<file path="config.mk">
export PLATFORM = sky130hd
export DESIGN_NAME = vcp_queue
export DESIGN_NICKNAME = d
export VERILOG_FILES = /design/src/hw/rtl/vcp_pkg.sv /design/src/hw/rtl/vcp_queue.sv
export SDC_FILE = /design/constraint.sdc
export NUM_CORES = 1
export LEC_CHECK = 0
export ABC_AREA = 1
export BUFFER_PORTS_ARGS = -buffer_cell sky130_fd_sc_hd__buf_4
export CAP_MARGIN = 20
export CORE_MARGIN = 4
export CORE_UTILIZATION = 60
export DETAILED_ROUTE_END_ITERATION = 6
export HOLD_SLACK_MARGIN = 0.06
export PLACE_DENSITY = 0.9
export SYNTH_ARGS = -nofsm -noshare
export SYNTH_HDL_FRONTEND = slang
export SYNTH_SLANG_ARGS = --single-unit
export TNS_END_PERCENT = 100
</file>
<file path="constraint.sdc">
create_clock -name clk -period 12.2 [get_ports clk]
set_input_delay 1.83 -clock clk [delete_from_list [all_inputs] [get_ports clk]]
set_output_delay 1.83 -clock clk [all_outputs]
set_load 0.1 [all_outputs]
</file>
<file path="src/hw/rtl/vcp_pkg.sv">
// shared types and constants for the vertex projection block
package vcp_pkg;

  localparam int COORD_W = 32;
  localparam int COEF_W  = 16;
  localparam int ROW_W   = 64;
  localparam int TERM_W  = 49;
  localparam int CLIP_W  = 50;
  localparam int DEN_W   = 50;
  localparam int NUM_W   = 66;
  localparam int DIM_W   = 15;
  localparam int QUO_W   = 32;
  localparam int FRONT_DEPTH = 3;
  localparam int Q_DEPTH = 8;
  localparam int Q_AW    = 3;
  localparam int Q_CW    = 4;

  localparam logic [1:0] REG_ROW_X = 2'd0;
  localparam logic [1:0] REG_ROW_Y = 2'd1;
  localparam logic [1:0] REG_ROW_W = 2'd2;

  localparam logic [ROW_W-1:0] ROW_X_RESET = 64'h0000_0000_0000_0100;
  localparam logic [ROW_W-1:0] ROW_Y_RESET = 64'h0000_0000_0100_0000;
  localparam logic [ROW_W-1:0] ROW_W_RESET = 64'h0100_0000_0000_0000;

  localparam logic [QUO_W-1:0] SAT_POS = 32'h7FFF_FFFF;
  localparam logic [QUO_W-1:0] SAT_NEG = 32'h8000_0000;

  typedef struct packed {
    logic signed [CLIP_W-1:0] cx;
    logic signed [CLIP_W-1:0] cy;
    logic signed [CLIP_W-1:0] cw;
  } clip_word_t;

  typedef struct packed {
    logic [Q_CW-1:0] level;
    logic            empty;
  } q_status_t;

endpackage

</file>
<file path="src/hw/rtl/vcp_queue.sv">
// short fifo between the dot-product front and the divide back end
module vcp_queue (
  input  logic                clk,
  input  logic                rst_n,
  input  logic                push,
  input  vcp_pkg::clip_word_t push_word,
  output logic                pop_valid,
  output vcp_pkg::clip_word_t pop_word,
  output vcp_pkg::q_status_t  status
);

  vcp_pkg::clip_word_t          mem_r [vcp_pkg::Q_DEPTH];
  logic [vcp_pkg::Q_AW-1:0]     wr_ptr_r, rd_ptr_r;
  logic [vcp_pkg::Q_CW-1:0]     count_r, count_nxt;
  logic                         pop;
  logic                         pop_valid_r;
  vcp_pkg::clip_word_t          pop_word_r;

  assign pop = (count_r != '0);

  always_comb begin
    count_nxt = count_r;
    if (push && !pop) begin
      count_nxt = count_r + 1'b1;
    end else if (!push && pop) begin
      count_nxt = count_r - 1'b1;
    end
  end

  always_ff @(posedge clk) begin
    if (!rst_n) begin
      wr_ptr_r    <= '0;
      rd_ptr_r    <= '0;
      count_r     <= '0;
      pop_valid_r <= 1'b0;
    end else begin
      if (push) begin
        wr_ptr_r <= wr_ptr_r + 1'b1;
      end
      if (pop) begin
        rd_ptr_r <= rd_ptr_r + 1'b1;
      end
      count_r     <= count_nxt;
      pop_valid_r <= pop;
    end
  end

  always_ff @(posedge clk) begin
    if (push) begin
      mem_r[wr_ptr_r] <= push_word;
    end
    pop_word_r <= mem_r[rd_ptr_r];
  end

  assign pop_valid    = pop_valid_r;
  assign pop_word     = pop_word_r;
  assign status.level = count_r;
  assign status.empty = (count_r == '0);

  a_no_overflow: assert property (@(posedge clk) disable iff (!rst_n)
    !(push && !pop && (count_r == vcp_pkg::Q_CW'(vcp_pkg::Q_DEPTH))))
    else $error("queue overflow");

  a_count_bound: assert property (@(posedge clk) disable iff (!rst_n)
    count_r <= vcp_pkg::Q_CW'(vcp_pkg::Q_DEPTH))
    else $error("queue count out of range");

  a_pop_follows: assert property (@(posedge clk) disable iff (!rst_n)
    (count_r != '0) |=> pop_valid_r)
    else $error("queued word not delivered");

endmodule

</file>
==> flow_metrics.tcl <==
set metrics [dict create \
    syn_avg_cell_area_um2 12.21 \
    via_per_inst 5.702 \
    cap_violations 0 \
    grt_max_degree 253 \
    finalSetupViolCount 0 \
    place.gp.congestion 0.7600 \
    max_freq_mhz 260.2 \
    hold_violations 0 \
    arrival_ps 4170 \
    drc 0 \
    design_area_mm2 0.05864 \
    hp-class "flip-flop to flip-flop" \
    ctsResizeCount 0 \
    rsz0062_at_grt "false" \
    final_cells 5731 \
    power_mw 14.96 \
    grt_pass1_wl_um 182000 \
    timing.final.crit_period_ps 3843 \
    ant_nets 0 \
    core_mm2 0.08515 \
    ys_seq_elements 1361 \
    htree_levels 4 \
    power.density_mw_per_mm2 255.2 \
    port_buffers 308 \
    nNetsFinal 4625 \
    die_w_um 301.1 \
    wl_per_cell_um 20.80 \
    routed_wl_um 119200 \
    fillers 5183 \
    crit_type "input port to flip-flop" \
    insertion_delay_ps 730 \
    io-pin-count 309 \
    die_h_um 301.1 \
    drive_gt1_frac 0.1239 \
    yosysWarningCount 0 \
    initialDrtViolationCount 3408 \
    cp-end-kind "flip-flop" \
    max_slew_margin 0.2276 \
    place_area_mm2 0.05415 \
    report.final.slew_viol_count 0 \
    antenna_found_initial 10 \
    hpwl_um 59420 \
    ys_seq_area_frac 0.7617 \
    row_count 107 \
    cts-root-buf "clkbuf_16" \
    syn_inst 4220 \
    post-cts-setup-buffers 0 \
    cts_tree "yes" \
    syn-num-nets 4378 \
    status "completed" \
    clock-skew-final_ps 35.36 \
    firstDrtPassIters 5 \
    setup_tns_ps 0 \
    vias 32680 \
    final_common_cell "nor2_1" \
    worst_pin_slew_ps 1159 \
    crit_path_start_kind "input port" \
    cts_buffer_depth 3 \
    synth_cell_types 21 \
    hold_buffers 0 \
    dp.cells 5477 \
    cts_buffers 131 \
    grt_pass1_vias 33030 \
    period_share 0.3150 \
    final_cell_mix "nor2_1 (1209), edfxtp_1 (1200), nand2_1 (766)" \
    area_growth_pct 13.78 \
    max-vdd-ir-drop_v 0.0003250 \
    numClockSinks 1361 \
    die_area_mm2 0.09066 \
    grtUsageTotal 0.2609 \
    initial_core_util 0.6053 \
    syn_area_mm2 0.05154 \
    leakage_nw 21.78 \
    cp_max_fo 57 \
    overflow 0 \
    crit_required_ps 12530 \
    clk_pin_slew_ps 60 \
]
==> power breakdown <==
| part | total [mW] | leakage [nW] | switching (mW) | internal (mW) |
|---|---|---|---|---|
| logic | 5.20 | 7.34 | 4.08 | 1.12 |
| registers | 5.67 | 12.3 | 0.216 | 5.45 |
| clock network | 4.10 | 2.19 | 1.73 | 2.37 |
==> per-stage QoR <==
stage / worst slack (ps) / hold slack (ps) / util
after floorplan: 3113 / 469.2 / -
after global placement: 7292 / 491.9 / 0.6358
after detailed placement: 7684 / 516.2 / 0.6360
after CTS: 8326 / 513.5 / 0.6881
after global routing: 8282 / 544.8 / 0.6886
final: 8357 / 516.3 / 0.6887
==> per-layer routing <==
metal  vias up  part of all wire  global-route usage
li1      14920                 -                   -
met1     15550              0.36              0.3211
met2      1835              0.51              0.4503
met3       361             0.092             0.05025
met4         6             0.038              0.1199
met5         -           0.00029                   0
==> kinds of logic (layout without fill, tap and decap cells) <==
| group | after synthesis | count (layout) | share of synthesized area |
|---|---|---|---|
| and+or+nand+nor | 1989 | 1989 | 0.1450 |
| xor gates and xnor gates | 3 | 3 | 0.0005099 |
| DFF | 1361 | 1361 | 0.7617 |
| AOI/OAI and AO/OA | 613 | 613 | 0.05952 |
| other | 0 | 10 | 0 |
| buffers and inverters | 249 | 606 | 0.03204 |
| adders and majority gates | 5 | 5 | 0.001214 |
==> flip-flops by register name, summed over array words and instances (netlist names) <==
signal / flops
pop_valid: 1
pop_word: 150
rd_ptr_r: 3
mem_r: 1200
wr_ptr_r: 3
count_r: 4
==> cell type report <==
type | instances | area (um^2) | share of cell area
diodes | 10 | 25.02 | 0.0004267
clock buffers | 192 | 3844 | 0.06554
clock inverters | 51 | 593.1 | 0.01011
inverters | 16 | 88.84 | 0.001515
multi-input cells | 2610 | 10690 | 0.1823
flip-flops and latches | 1361 | 39270 | 0.6696
well taps | 1144 | 1431 | 0.02441
repair buffers | 347 | 2700 | 0.04604
==> synthesized netlist by cell type <==
| master | number | area share |
|---|---|---|
| xnor2_1 | 1 | 0.00017 |
| nor2_1 | 1217 | 0.089 |
| clkbuf_2 | 30 | 0.0029 |
| clkbuf_1 | 31 | 0.0023 |
| nand2_1 | 766 | 0.056 |
| inv_1 | 14 | 0.0010 |
| buf_2 | 86 | 0.0084 |
| o21ai_1 | 115 | 0.011 |
| a21oi_1 | 7 | 0.00068 |
| o21ai_0 | 491 | 0.048 |
| nand3_1 | 4 | 0.00039 |
| buf_4 | 17 | 0.0025 |
| clkinv_1 | 1 | 0.000073 |
| or2_2 | 2 | 0.00024 |
| buf_1 | 2 | 0.00015 |
| inv_6 | 1 | 0.00017 |
| buf_6 | 67 | 0.015 |
| dfxtp_1 | 161 | 0.063 |
| ha_1 | 5 | 0.0012 |
| edfxtp_1 | 1200 | 0.70 |
| xor2_1 | 2 | 0.00034 |
==> worst max-delay path, cell delays in order <==
cell	delay (ps)
buf_4	110
inv_1	80
or2_2	400
nor2_4	120
buf_4	700
buf_4	820
==> final timing paths <==
kind / startpoint / endpoint / slack, ps / depth (start not counted)
worst max-delay path: push / mem_r[4][52] / 8360 / 6
worst min-delay path: wr_ptr_r[0] / wr_ptr_r[0] / 520 / 2
worst max register to register: rd_ptr_r[0] / pop_word[149] / 8780 / 8
worst min register to register: wr_ptr_r[0] / wr_ptr_r[0] / 520 / 2
No activity file was read; power rests on OpenSTA's default activity.
